$ cat config.mk
export PLATFORM = sky130hd
export DESIGN_NAME = bbs_ctrl
export DESIGN_NICKNAME = d
export VERILOG_FILES = /design/src/design/bbs_pkg.sv /design/src/design/bbs_ctrl.sv
export SDC_FILE = /design/constraint.sdc
export NUM_CORES = 1
export LEC_CHECK = 0
export ABC_CLOCK_PERIOD_IN_PS = 4450
export BUFFER_PORTS_ARGS = -buffer_cell sky130_fd_sc_hd__buf_2
export CAP_MARGIN = 25
export CELL_PAD_IN_SITES_DETAIL_PLACEMENT = 0
export CELL_PAD_IN_SITES_GLOBAL_PLACEMENT = 2
export CORE_UTILIZATION = 36
export DETAILED_ROUTE_END_ITERATION = 8
export PLACE_DENSITY_LB_ADDON = 0.1
export SYNTH_ARGS = -nofsm -noshare
export SYNTH_HDL_FRONTEND = slang
export SYNTH_SLANG_ARGS = --single-unit
$ cat constraint.sdc
create_clock -name clk -period 4.45 [get_ports clk]
set_input_delay 0.89 -clock clk [delete_from_list [all_inputs] [get_ports clk]]
set_output_delay 0.89 -clock clk [all_outputs]
set_load 0.05 [all_outputs]
$ cat src/design/bbs_pkg.sv
package bbs_pkg;

  localparam int FRAC_BITS_DEF = 16;
  localparam int CFG_W         = 12;
  localparam int CFG_IDX_W     = 2;
  localparam int DIV_STEPS     = 17;

  typedef struct packed {
    logic        cmd;
    logic [15:0] grav_x_in;
    logic [15:0] grav_y_in;
    logic [15:0] material_in;
    logic [15:0] speed_in;
    logic [9:0]  gate_value;
  } in_word_t;

  typedef struct packed {
    logic [15:0] pos_x;
    logic [15:0] pos_y;
    logic [15:0] speed_out;
    logic        hit_x;
    logic        hit_y;
  } out_word_t;

  typedef enum logic [CFG_IDX_W-1:0] {
    REG_BOUND_X  = 2'd0,
    REG_BOUND_Y  = 2'd1,
    REG_GATE_THR = 2'd2
  } reg_idx_t;

  typedef enum logic [4:0] {
    OP_NOP, OP_LOAD, OP_BUMP, OP_MTT, OP_ST2, OP_MGXT2, OP_X1, OP_X2, OP_Y1, OP_Y2,
    OP_WCLAMP, OP_WV1, OP_WV2, OP_WM1, OP_WM2, OP_WM3, OP_MGXT, OP_FVY,
    OP_SQ1, OP_SQ2, OP_SQ3, OP_SPDMAX, OP_SQINIT, OP_SQSTEP,
    OP_DINIT, OP_DSTEP, OP_DSTORE, OP_EMIT
  } op_t;

  typedef enum logic [1:0] {
    DSEL_SPD, DSEL_X, DSEL_Y
  } dsel_t;

  typedef enum logic [4:0] {
    S_IDLE, S_MTT, S_ST2, S_MGXT2, S_X1, S_X2, S_Y1, S_Y2, S_CHKX, S_CHKY,
    S_WCL, S_WV1, S_WV2, S_WM1, S_WM2, S_WM3, S_F1, S_F2, S_F3,
    S_SQ1, S_SQ2, S_SQ3, S_DEC, S_SQ, S_DINIT, S_DSTEP, S_DSTORE, S_EMIT
  } state_t;

  typedef struct packed {
    op_t   op;
    dsel_t dsel;
    logic  refl_y;
  } ctl_t;

  typedef struct packed {
    logic x_out;
    logic y_out;
    logic big;
    logic out_busy;
  } sts_t;

endpackage

$ cat src/design/bbs_ctrl.sv
module bbs_ctrl #(
  parameter int FRAC_BITS = bbs_pkg::FRAC_BITS_DEF
) (
  input  logic          clk,
  input  logic          rst,
  input  logic          in_valid,
  input  logic          in_cmd,
  output logic          in_ready,
  input  bbs_pkg::sts_t sts,
  output bbs_pkg::ctl_t ctl
);

  localparam int SQ_STEPS = FRAC_BITS + 5;
  localparam int CNT_MAX  = (SQ_STEPS - 1 > bbs_pkg::DIV_STEPS - 1) ?
                            SQ_STEPS - 1 : bbs_pkg::DIV_STEPS - 1;
  localparam int CNT_W    = $clog2(CNT_MAX + 1);

  bbs_pkg::state_t state, state_next;
  bbs_pkg::dsel_t  dsel;
  logic            on_y;
  logic [CNT_W-1:0] cnt;

  assign in_ready = !rst && (state == bbs_pkg::S_IDLE);

  always_ff @(posedge clk) begin
    if (rst) begin
      state <= bbs_pkg::S_IDLE;
      on_y  <= 1'b0;
      dsel  <= bbs_pkg::DSEL_SPD;
      cnt   <= '0;
    end else begin
      state <= state_next;
      case (state)
        bbs_pkg::S_CHKX: on_y <= 1'b0;
        bbs_pkg::S_CHKY: on_y <= 1'b1;
        bbs_pkg::S_DEC: begin
          dsel <= sts.big ? bbs_pkg::DSEL_X : bbs_pkg::DSEL_SPD;
          cnt  <= CNT_W'(SQ_STEPS - 1);
        end
        bbs_pkg::S_SQ:    cnt <= cnt - 1'b1;
        bbs_pkg::S_DINIT: cnt <= CNT_W'(bbs_pkg::DIV_STEPS - 1);
        bbs_pkg::S_DSTEP: cnt <= cnt - 1'b1;
        bbs_pkg::S_DSTORE: dsel <= (dsel == bbs_pkg::DSEL_SPD) ? bbs_pkg::DSEL_X
                                                              : bbs_pkg::DSEL_Y;
        default: ;
      endcase
    end
  end

  always_comb begin
    state_next = state;
    case (state)
      bbs_pkg::S_IDLE:   if (in_valid) state_next = in_cmd ? bbs_pkg::S_IDLE : bbs_pkg::S_MTT;
      bbs_pkg::S_MTT:    state_next = bbs_pkg::S_ST2;
      bbs_pkg::S_ST2:    state_next = bbs_pkg::S_MGXT2;
      bbs_pkg::S_MGXT2:  state_next = bbs_pkg::S_X1;
      bbs_pkg::S_X1:     state_next = bbs_pkg::S_X2;
      bbs_pkg::S_X2:     state_next = bbs_pkg::S_Y1;
      bbs_pkg::S_Y1:     state_next = bbs_pkg::S_Y2;
      bbs_pkg::S_Y2:     state_next = bbs_pkg::S_CHKX;
      bbs_pkg::S_CHKX:   state_next = sts.x_out ? bbs_pkg::S_WCL : bbs_pkg::S_CHKY;
      bbs_pkg::S_CHKY:   state_next = sts.y_out ? bbs_pkg::S_WCL : bbs_pkg::S_F1;
      bbs_pkg::S_WCL:    state_next = bbs_pkg::S_WV1;
      bbs_pkg::S_WV1:    state_next = bbs_pkg::S_WV2;
      bbs_pkg::S_WV2:    state_next = bbs_pkg::S_WM1;
      bbs_pkg::S_WM1:    state_next = bbs_pkg::S_WM2;
      bbs_pkg::S_WM2:    state_next = bbs_pkg::S_WM3;
      bbs_pkg::S_WM3:    state_next = on_y ? bbs_pkg::S_F1 : bbs_pkg::S_CHKY;
      bbs_pkg::S_F1:     state_next = bbs_pkg::S_F2;
      bbs_pkg::S_F2:     state_next = bbs_pkg::S_F3;
      bbs_pkg::S_F3:     state_next = bbs_pkg::S_SQ1;
      bbs_pkg::S_SQ1:    state_next = bbs_pkg::S_SQ2;
      bbs_pkg::S_SQ2:    state_next = bbs_pkg::S_SQ3;
      bbs_pkg::S_SQ3:    state_next = bbs_pkg::S_DEC;
      bbs_pkg::S_DEC:    state_next = sts.big ? bbs_pkg::S_DINIT : bbs_pkg::S_SQ;
      bbs_pkg::S_SQ:     if (cnt == '0) state_next = bbs_pkg::S_DSTORE;
      bbs_pkg::S_DINIT:  state_next = bbs_pkg::S_DSTEP;
      bbs_pkg::S_DSTEP:  if (cnt == '0) state_next = bbs_pkg::S_DSTORE;
      bbs_pkg::S_DSTORE: state_next = (dsel == bbs_pkg::DSEL_Y) ? bbs_pkg::S_EMIT
                                                              : bbs_pkg::S_DINIT;
      bbs_pkg::S_EMIT:   if (!sts.out_busy) state_next = bbs_pkg::S_IDLE;
      default:           state_next = bbs_pkg::S_IDLE;
    endcase
  end

  always_comb begin
    ctl.op     = bbs_pkg::OP_NOP;
    ctl.dsel   = dsel;
    ctl.refl_y = on_y;
    case (state)
      bbs_pkg::S_IDLE:   if (in_valid) ctl.op = in_cmd ? bbs_pkg::OP_BUMP : bbs_pkg::OP_LOAD;
      bbs_pkg::S_MTT:    ctl.op = bbs_pkg::OP_MTT;
      bbs_pkg::S_ST2:    ctl.op = bbs_pkg::OP_ST2;
      bbs_pkg::S_MGXT2:  ctl.op = bbs_pkg::OP_MGXT2;
      bbs_pkg::S_X1:     ctl.op = bbs_pkg::OP_X1;
      bbs_pkg::S_X2:     ctl.op = bbs_pkg::OP_X2;
      bbs_pkg::S_Y1:     ctl.op = bbs_pkg::OP_Y1;
      bbs_pkg::S_Y2:     ctl.op = bbs_pkg::OP_Y2;
      bbs_pkg::S_WCL:    ctl.op = bbs_pkg::OP_WCLAMP;
      bbs_pkg::S_WV1:    ctl.op = bbs_pkg::OP_WV1;
      bbs_pkg::S_WV2:    ctl.op = bbs_pkg::OP_WV2;
      bbs_pkg::S_WM1:    ctl.op = bbs_pkg::OP_WM1;
      bbs_pkg::S_WM2:    ctl.op = bbs_pkg::OP_WM2;
      bbs_pkg::S_WM3:    ctl.op = bbs_pkg::OP_WM3;
      bbs_pkg::S_F1:     ctl.op = bbs_pkg::OP_MGXT;
      bbs_pkg::S_F2:     ctl.op = bbs_pkg::OP_WV1;
      bbs_pkg::S_F3:     ctl.op = bbs_pkg::OP_FVY;
      bbs_pkg::S_SQ1:    ctl.op = bbs_pkg::OP_SQ1;
      bbs_pkg::S_SQ2:    ctl.op = bbs_pkg::OP_SQ2;
      bbs_pkg::S_SQ3:    ctl.op = bbs_pkg::OP_SQ3;
      bbs_pkg::S_DEC:    ctl.op = sts.big ? bbs_pkg::OP_SPDMAX : bbs_pkg::OP_SQINIT;
      bbs_pkg::S_SQ:     ctl.op = bbs_pkg::OP_SQSTEP;
      bbs_pkg::S_DINIT:  ctl.op = bbs_pkg::OP_DINIT;
      bbs_pkg::S_DSTEP:  ctl.op = bbs_pkg::OP_DSTEP;
      bbs_pkg::S_DSTORE: ctl.op = bbs_pkg::OP_DSTORE;
      bbs_pkg::S_EMIT:   if (!sts.out_busy) ctl.op = bbs_pkg::OP_EMIT;
      default:           ctl.op = bbs_pkg::OP_NOP;
    endcase
  end

endmodule

==> results of run 1 <==
[sequential cells by signal, indices dropped and copies added (netlist names)]
signal / flops
cnt: 5
state: 5
on_y: 1
dsel: 2
[through the flow]
| step | util | cell area (sq um) | power [mW] | setup WS (ps) | std cells |
|---|---|---|---|---|---|
| final | 0.391 | 1450 | 0.325 | 1390 | 238 |
| after global routing | 0.391 | 1450 | 0.345 | 1180 | 238 |
| after CTS | 0.391 | 1450 | 0.328 | 1410 | 238 |
| after detailed placement | 0.379 | 1410 | 0.225 | 1450 | 234 |
| after global placement | 0.379 | 1410 | 0.225 | 1460 | 234 |
| after floorplan | - | 1410 | 0.206 | 1040 | 183 |
[worst max path at each step]
stage	cells after the start	start	slack (ps)	end
after global placement	7	sts[1]	1460	ctl[3]
after floorplan	4	sts[0]	1040	ctl[7]
after CTS	5	state[4]	1410	ctl[3]
after detailed placement	7	sts[1]	1450	ctl[3]
after global routing	6	state[2]	1180	ctl[3]
final	6	state[2]	1390	ctl[3]
[power by group]
| group | switching [mW] | internal [mW] | total [mW] |
|---|---|---|---|
| Clock | 0.0394 | 0.0631 | 0.103 |
| Combinational | 0.0662 | 0.0318 | 0.0980 |
| Sequential | 0.00624 | 0.119 | 0.125 |
| Total | 0.112 | 0.213 | 0.325 |
[per-layer routing]
layer / vias to the layer above / track usage / share of wire
met4: 0 / 0.0444 / 0.012
met2: 33 / 0.325 / 0.44
li1: 694 / - / -
met1: 653 / 0.284 / 0.50
met3: 6 / 0.0423 / 0.048
met5: - / 0 / 0
[kinds of logic (layout without fill, tap and decap cells)]
logic type,after synthesis,count (layout),synth area share
xor+xnor,2,2,0.0124
fa+ha+maj,1,1,0.00885
flops,13,13,0.184
simple gates,76,76,0.295
buf+inv,24,31,0.145
compound gates,65,65,0.341
mux,2,2,0.0142
[area by class of cell]
class	instances	area (sq um)	area share
clock buffer	4	45.0	0.0310
inverter	6	22.5	0.0155
multi-input combinational	146	948	0.652
sequential	13	260	0.179
tap	48	60.1	0.0413
timing repair buffer	21	118	0.0809
[worst max-delay path: stages (launching register included)]
cell and delay, ps:
dfxtp_1 540, or2_2 430, nor4_1 320, nand2_1 100, o22ai_1 150, or2_2 130, buf_2 250
[synth_stat cells, drive strengths merged, types with 2 or more instances]
cell type	instances	area, sq um
buf	9	68.8
o21ai	17	85.1
a311oi	4	52.6
clkbuf	9	114
o211ai	3	22.5
a21oi	13	65.1
dfxtp	13	260
nor3b	3	33.8
nor4	2	12.5
inv	6	22.5
or2	3	18.8
nand3	5	25.0
nor3	4	20.0
a22o	5	43.8
nand2	17	63.8
o22ai	3	18.8
and3	2	12.5
mux2i	2	20.0
nand2b	6	37.5
a31oi	2	12.5
nand4	3	18.8
a32oi	2	17.5
nor2	21	86.3
o221ai	2	23.8
and3b	2	17.5
a211oi	2	15.0
==> metrics.txt, run 1 <==
predominant post-synthesis flop cell dfxtp_1; Worst-Margin Slew approximately 740 ps; overflow left after global routing 0; DRC Markers 0; DRT Wirelength slightly below 4000 microns; critical path required time ~3600 ps; Post-CTS Repair Setup Buffers 0; pin count of the biggest net entering global routing 27; DRT Pass-1 Iters 4; setup repair after global routing missed its margin no; vias in the first global route between 1000 and 1500; Hold Path Cell Cnt 2; full die area 4180 sq um; DR iter-0 viols 109; hpwl dp about 2800 microns; CP Max Fanout 23; width of the die roughly 65 microns; diode count 0; IO buf count 16; FF+latch count, synth 13; chip height 64.7 microns; Synth Cell Area 1410 sq um; Critical R2R Launch state[2]; Clock Pin Slew Worst Setup and Hold Paths 50 ps; R2R cell count 6; Yosys warnings 0; most frequent cells in the layout nor2_1 (20), nand2_1 (17), buf_2 (16); leak pwr 0.518 nW; Post-synth EDFFs 0; total negative setup slack 0 ps; wire per inst roughly 16 microns; final number of setup-violating endpoints 0; Core Area 3720 sq um; Unique masters post-synth 57; Clock Path Buffers 2; initial antenna violation count 0; reg-to-reg endpoint state[1]; clock sinks 13; Final Hold Fails 0; worst hold slack 505 ps; kind of start point of the critical path register; CP endpoint kind output port; GPL Wtd Cong around 0.83; Syn Inst Count around 180; final worst path period need a little over 3000 ps; post-CTS sizing 0; CP arrival about 2200 ps; Final Slew Violations 0; total track usage 0.205; hold_buf cts 0; Hold EP cnt[3]; layout filler cell count between 400 and 500; final period utilization 0.687; commonest non-fill, non-tap cell in the layout nor2_1; via count about 1400; min-delay src cnt[3]; Max-Cap Viols 0; global-route wire length before repair between 6000 and 7000 microns; register area share after synthesis 0.184; share of cells above drive strength 1 0.211; peak supply drop 0.000269 V; vias per cell 5.82; TritonCTS Buffers 3; Post-Syn Area per Cell ~7.7 sq um; TritonCTS clock tree built; fin nets 200; outcome finished, final reports clean; H-tree depth 1; top-level I/O count 17; Clock Skew 1.71 ps; worst relative slew slack 0.504; PwrDens approximately 220 nW/um^2; Post-DRT Antenna Nets 0; Clock Latency Late Sink 240 ps; Site Rows 22; worst hold-check path type register to register; Fmax achieved roughly 330 MHz; root buf cell clkbuf_8; Layout area overhead 2.83%; reg2reg setup slack 2210 ps; critical path class register to output port; Post-synth ARST share 0; Net Count, Synth between 150 and 200; Initial Util 0.380
(Power assumes the default switching activity.)
==> run 2, diff against run 1 <==
--- a/config.mk
+++ b/config.mk
@@ -5,12 +5,13 @@
 export SDC_FILE = /design/constraint.sdc
 export NUM_CORES = 1
 export LEC_CHECK = 0
-export ABC_CLOCK_PERIOD_IN_PS = 4450
+export ABC_AREA = 1
+export ABC_CLOCK_PERIOD_IN_PS = 3100
 export BUFFER_PORTS_ARGS = -buffer_cell sky130_fd_sc_hd__buf_2
 export CAP_MARGIN = 25
 export CELL_PAD_IN_SITES_DETAIL_PLACEMENT = 0
 export CELL_PAD_IN_SITES_GLOBAL_PLACEMENT = 2
-export CORE_UTILIZATION = 36
+export CORE_UTILIZATION = 29
 export DETAILED_ROUTE_END_ITERATION = 8
 export PLACE_DENSITY_LB_ADDON = 0.1
 export SYNTH_ARGS = -nofsm -noshare
==> constraint.sdc (replaced) <==
create_clock -name clk -period 3.1 [get_ports clk]
set_input_delay 0.62 -clock clk [delete_from_list [all_inputs] [get_ports clk]]
set_output_delay 0.62 -clock clk [all_outputs]
set_load 0.05 [all_outputs]
==> run 2 against run 1 <==
First-iteration DRC count increased by 32%. Clock skew is 0.84 ps lower. Cell area is 3.4% lower. Sequential cell count unchanged. Critical endpoint unchanged. Largest power group unchanged.
==> metrics.txt, run 2 <==
Max-Cap Viols 0; DRT Wirelength just under 4000 microns; FF+latch count, synth 13; Layout area overhead 11.2%; dominant cells by area after synthesis dfxtp_1 (21%), nand2_1 (15%), nor2_1 (10%); dpl cell area around 1400 sq um; final worst path period need around 2700 ps; final worst setup slack about 370 ps; chip height about 68 microns; DRC Markers 0; NetSw about 180 uW; initial antenna violation count 0; kind of start point of the critical path register; Clock Skew just under 0.9 ps; top-level I/O count 17; commonest non-fill, non-tap cell in the layout nand2_1; via count ~1400; Clock Latency Late Sink approximately 240 ps; H-tree depth 1; Post-CTS Repair Setup Buffers 0; Unique masters post-synth 31; full die area about 4600 sq um; Post-synth EDFFs 0; Post-synth ARST share 0; Worst-Margin Slew 565 ps; crit-path cells nor2_4 -> nand2_1 -> o21ai_1 -> nor4_1 -> nand4_1 -> buf_2; hpwl dp 3190 microns; worst hold slack around 480 ps; Synth area leader dfxtp_1; diode count 0; Seq pwr share 0.385; Fmax achieved about 370 MHz; register area share after synthesis 0.206; layout filler cell count just under 500; fin nets 238; Clock power frac 0.318; CP arrival 2110 ps; clock sinks 13; overflow left after global routing 0; predominant post-synthesis flop cell dfxtp_1; Post-DRT Antenna Nets 0; Synth Cell Area about 1300 sq um; Post-synth top cells nand2_1 (50), nor2_1 (34), nand3_1 (23); root buf cell clkbuf_8; DRT Pass-1 Iters 4; CP Max Fanout 7; Initial Util 0.309; DR iter-0 viols around 140; Core Area slightly above 4000 sq um; Yosys top cell area share 0.206; TritonCTS Buffers 3; total track usage 0.189; Reg area around 260 sq um; IO buf count 16; GPL Wtd Cong ~0.87; total negative setup slack 0 ps; share of cells above drive strength 1 0.202; worst hold-check path type register to register; CP endpoint kind output port; Net Count, Synth around 220; wire per inst 14.2 microns; Final Hold Fails 0; Clock Path Buffers 2; Syn Inst Count 214; Yosys warnings 0; switching part of the total 0.373; slowest stage delay, CP about 670 ps; slowest cell on the critical path dfxtp_1; Design Area, Final approximately 1400 sq um; setup repair after global routing missed its margin no; pin count of the biggest net entering global routing 15; Site Rows 23; Post-Syn Area per Cell 5.90 sq um; global-route wire length before repair 6400 microns; reg2reg setup slack between 1000 and 1500 ps; post-CTS sizing 0; critical path required time 2480 ps; critical path class register to output port; most frequent cells in the layout nand2_1 (50), nor2_1 (34), nand3_1 (23); biggest regs cnt: 5 flops, state: 5 flops, dsel: 2 flops; vias per cell between 5 and 6; most numerous cell in the Yosys netlist nand2_1; worst relative slew slack 0.623; outcome finished, final reports clean; final period utilization 0.882; TritonCTS clock tree built; peak supply drop 0.000230 V; pre-CTS setup slack ~620 ps; hold_buf cts 0; width of the die about 68 microns; final number of setup-violating endpoints 0; Clock Pin Slew Worst Setup and Hold Paths around 60 ps; Logic pwr share 0.297; Final Slew Violations 0; Internal approximately 300 uW; vias in the first global route 1326; leak pwr 0.662 nW; multi-input logic area ~850 sq um; PwrDens roughly 340 nW/um^2
-- run 2: cell count changes after synthesis, sizes merged, moves of 6 or more --
cell	before	now
nand2	17	54
inv	6	26
nand2b	6	0
nor2	21	43
nand3	5	26
o21ai	17	11
clkbuf	9	1
-- run 2: layout make-up --
class	count	area share
Multi-Input combinational cell	168	0.606
Sequential cell	13	0.185
Inverter	26	0.0695
Timing Repair Buffer	17	0.0624
Tap cell	50	0.0446
Clock buffer	4	0.0321
-- run 2: path summary, 6_finish.rpt --
kind,cells after the start,start,endpoint
worst min register to register,2,cnt[3],cnt[3]
worst max-delay path,6,state[2],ctl[3]
worst max register to register,8,state[2],state[1]
worst min-delay path,2,cnt[3],cnt[3]
-- run 2: cells by family after synthesis --
family / after synthesis / share of synthesized area
flops: 13 / 0.206
compound gates: 32 / 0.150
buf+inv: 33 / 0.120
simple gates: 135 / 0.514
fa+ha+maj: 1 / 0.00991
-- run 2: power by group through the flow --
stage / combinational [mW] / clock (mW) / sequential, mW
floorplan: 0.114 / 0 / 0.179
global placement: 0.143 / 0 / 0.187
detailed placement: 0.141 / 0 / 0.187
CTS: 0.142 / 0.157 / 0.183
global route: 0.155 / 0.166 / 0.184
finish: 0.142 / 0.152 / 0.184
-- run 2: metrics by stage --
stage / util / power (mW) / instances
after floorplan: - / 0.292 / 214
final: 0.344 / 0.477 / 278
after global placement: 0.333 / 0.331 / 274
after CTS: 0.344 / 0.483 / 278
after detailed placement: 0.333 / 0.328 / 274
after global routing: 0.344 / 0.505 / 278
-- run 2: critical path, delay by kind of cell (launching register included) --
kind / cells / cell delay (ps)
flip-flops: 1 / 670
buffers and inverters: 1 / 250
AO/OA/AOI/OAI: 1 / 130
AND/OR/NAND/NOR: 4 / 820
-- run 2: per-layer routing --
| metal | GRT usage | vias up | wire, microns |
|---|---|---|---|
| li1 | - | 735 | - |
| met1 | 0.250 | 634 | 1780 |
| met2 | 0.284 | 58 | 1750 |
| met3 | 0.0517 | 12 | 284 |
| met4 | 0.0807 | 0 | 133 |
| met5 | 0 | - | 0 |
==> run 3, diff against run 2 <==
--- a/config.mk
+++ b/config.mk
@@ -13,6 +13,7 @@
 export CELL_PAD_IN_SITES_GLOBAL_PLACEMENT = 2
 export CORE_UTILIZATION = 29
 export DETAILED_ROUTE_END_ITERATION = 8
+export GPL_TIMING_DRIVEN = 0
 export PLACE_DENSITY_LB_ADDON = 0.1
 export SYNTH_ARGS = -nofsm -noshare
 export SYNTH_HDL_FRONTEND = slang
==> run 3 against run 2 <==
First-iteration DRC count down 31%. Non-clock buffer count up 6. Via count about the same.
==> metrics.txt, run 3 (synthesized netlist as in run 2, its figures left out) <==
outcome finished, final reports clean; TritonCTS clock tree built; CP endpoint kind output port; fin nets around 240; DRT Pass-1 Iters 4; pin count of the biggest net entering global routing 11; crit-path cells buf_4 -> nor2_2 -> nand2_1 -> o21ai_1 -> nor4_1 -> nand4_1 -> buf_2; Clock Latency Late Sink ~240 ps; IO buf count 16; Clock Path Buffers 2; Critical R2R Launch state[0]; wire per inst about 14 microns; Design Area, Final roughly 1500 sq um; crit path from state[4]; DR iter-0 viols 100; GPL Wtd Cong roughly 0.87; reg-to-reg endpoint state[0]; setup repair after global routing missed its margin no; worst hold-check path type register to register; critical path required time approximately 2500 ps; Worst-Margin Slew between 400 and 500 ps; biggest regs cnt: 5 flops, state: 5 flops, dsel: 2 flops; via count between 1000 and 1500; top-level I/O count 17; H-tree depth 1; DRT Wirelength around 4000 microns; Final Hold Fails 0; total track usage 0.197; worst hold slack approximately 480 ps; width of the die slightly below 70 microns; final worst setup slack around 530 ps; Initial Util 0.309; Critical Path Sink ctl[3]; Clock Skew 2.17 ps; CP arrival 1950 ps; Post-DRT Antenna Nets 0; diode count 0; PwrDens 334 nW/um^2; Layout area overhead 14.9%; clock sinks 13; final worst path period need 2570 ps; final number of setup-violating endpoints 0; slowest cell on the critical path dfxtp_1; global-route wire length before repair just under 7000 microns; pre-CTS setup slack between 700 and 800 ps; DRC Markers 0; critical path depth in cells 7; TritonCTS Buffers 3; chip height between 60 and 70 microns; CP top delay family simple AND/OR/NAND/NOR gates; hpwl dp 3240 microns; Post-CTS Repair Setup Buffers 0; Max-Cap Viols 0; worst path bufs/invs 2; overflow left after global routing 0; dpl cell area approximately 1400 sq um; hold_buf cts 0; post-CTS sizing 0; worst relative slew slack 0.688; Clock Pin Slew Worst Setup and Hold Paths around 60 ps; layout filler cell count around 490; Site Rows 23; slowest stage delay, CP roughly 460 ps; most frequent cells in the layout nand2_1 (50), nor2_1 (34), nand3_1 (23); root buf cell clkbuf_8; reg2reg setup slack roughly 1400 ps; leak pwr between 0.6 and 0.7 nW; peak supply drop roughly 0.00016 V; final period utilization 0.828; CP Max Fanout 10; full die area between 4000 and 5000 sq um; share of cells above drive strength 1 0.218; vias in the first global route between 1000 and 1500; Final Util 0.355; kind of start point of the critical path register; Core Area roughly 4000 sq um; commonest non-fill, non-tap cell in the layout nand2_1; initial antenna violation count 0; Fmax achieved 390 MHz; critical path class register to output port; vias per cell between 5 and 6; Final Slew Violations 0; total negative setup slack 0 ps; R2R cell count 8
[run 3: layer usage]
metal	wire length (microns)	vias to the layer above	track usage
met1	1810	643	0.267
li1	-	747	-
met4	32	0	0.0234
met3	270	4	0.0433
met2	1840	44	0.326
met5	0	-	0
[run 3: worst min path at each step]
stage	from	end	cells after the start
2_1_floorplan	cnt[0]	cnt[0]	1
3_3_place_gp	cnt[0]	cnt[0]	1
3_5_place_dp	cnt[0]	cnt[0]	1
4_1_cts	cnt[0]	cnt[0]	1
5_1_grt	cnt[3]	cnt[3]	2
6_report	cnt[0]	cnt[0]	1
[run 3: worst register-to-register path, cell delays in order, from the launching register on]
cell and delay [ps]:
dfxtp_1 400, nor2_2 240, nand2_1 120, inv_2 100, nand2_1 120, o21ai_2 220
and2b_1 240, nand2_1 70, a21oi_1 60
[run 3: metrics by stage]
stage               instances  total power, mW
floorplan                 214            0.292
global placement          280            0.334
detailed placement        280            0.333
CTS                       284            0.489
global route              284            0.515
finish                    284            0.484
[run 3: power by group]
part           total, mW  switching (mW)  leakage [nW]  internal [mW]
Clock              0.153          0.0623        0.0228         0.0909
Sequential         0.177         0.00634         0.105          0.171
Combinational      0.154           0.113         0.561         0.0407
[run 3: final cells by class]
class	count	area, sq um	share of cell area
Multi-Input combinational cell	168	851	0.587
Sequential cell	13	260	0.179
Inverter	26	97.6	0.0673
Timing Repair Buffer	16	80.1	0.0552
Tap cell	50	62.6	0.0431
Buffer	7	53.8	0.0371
Clock buffer	4	45.0	0.0311
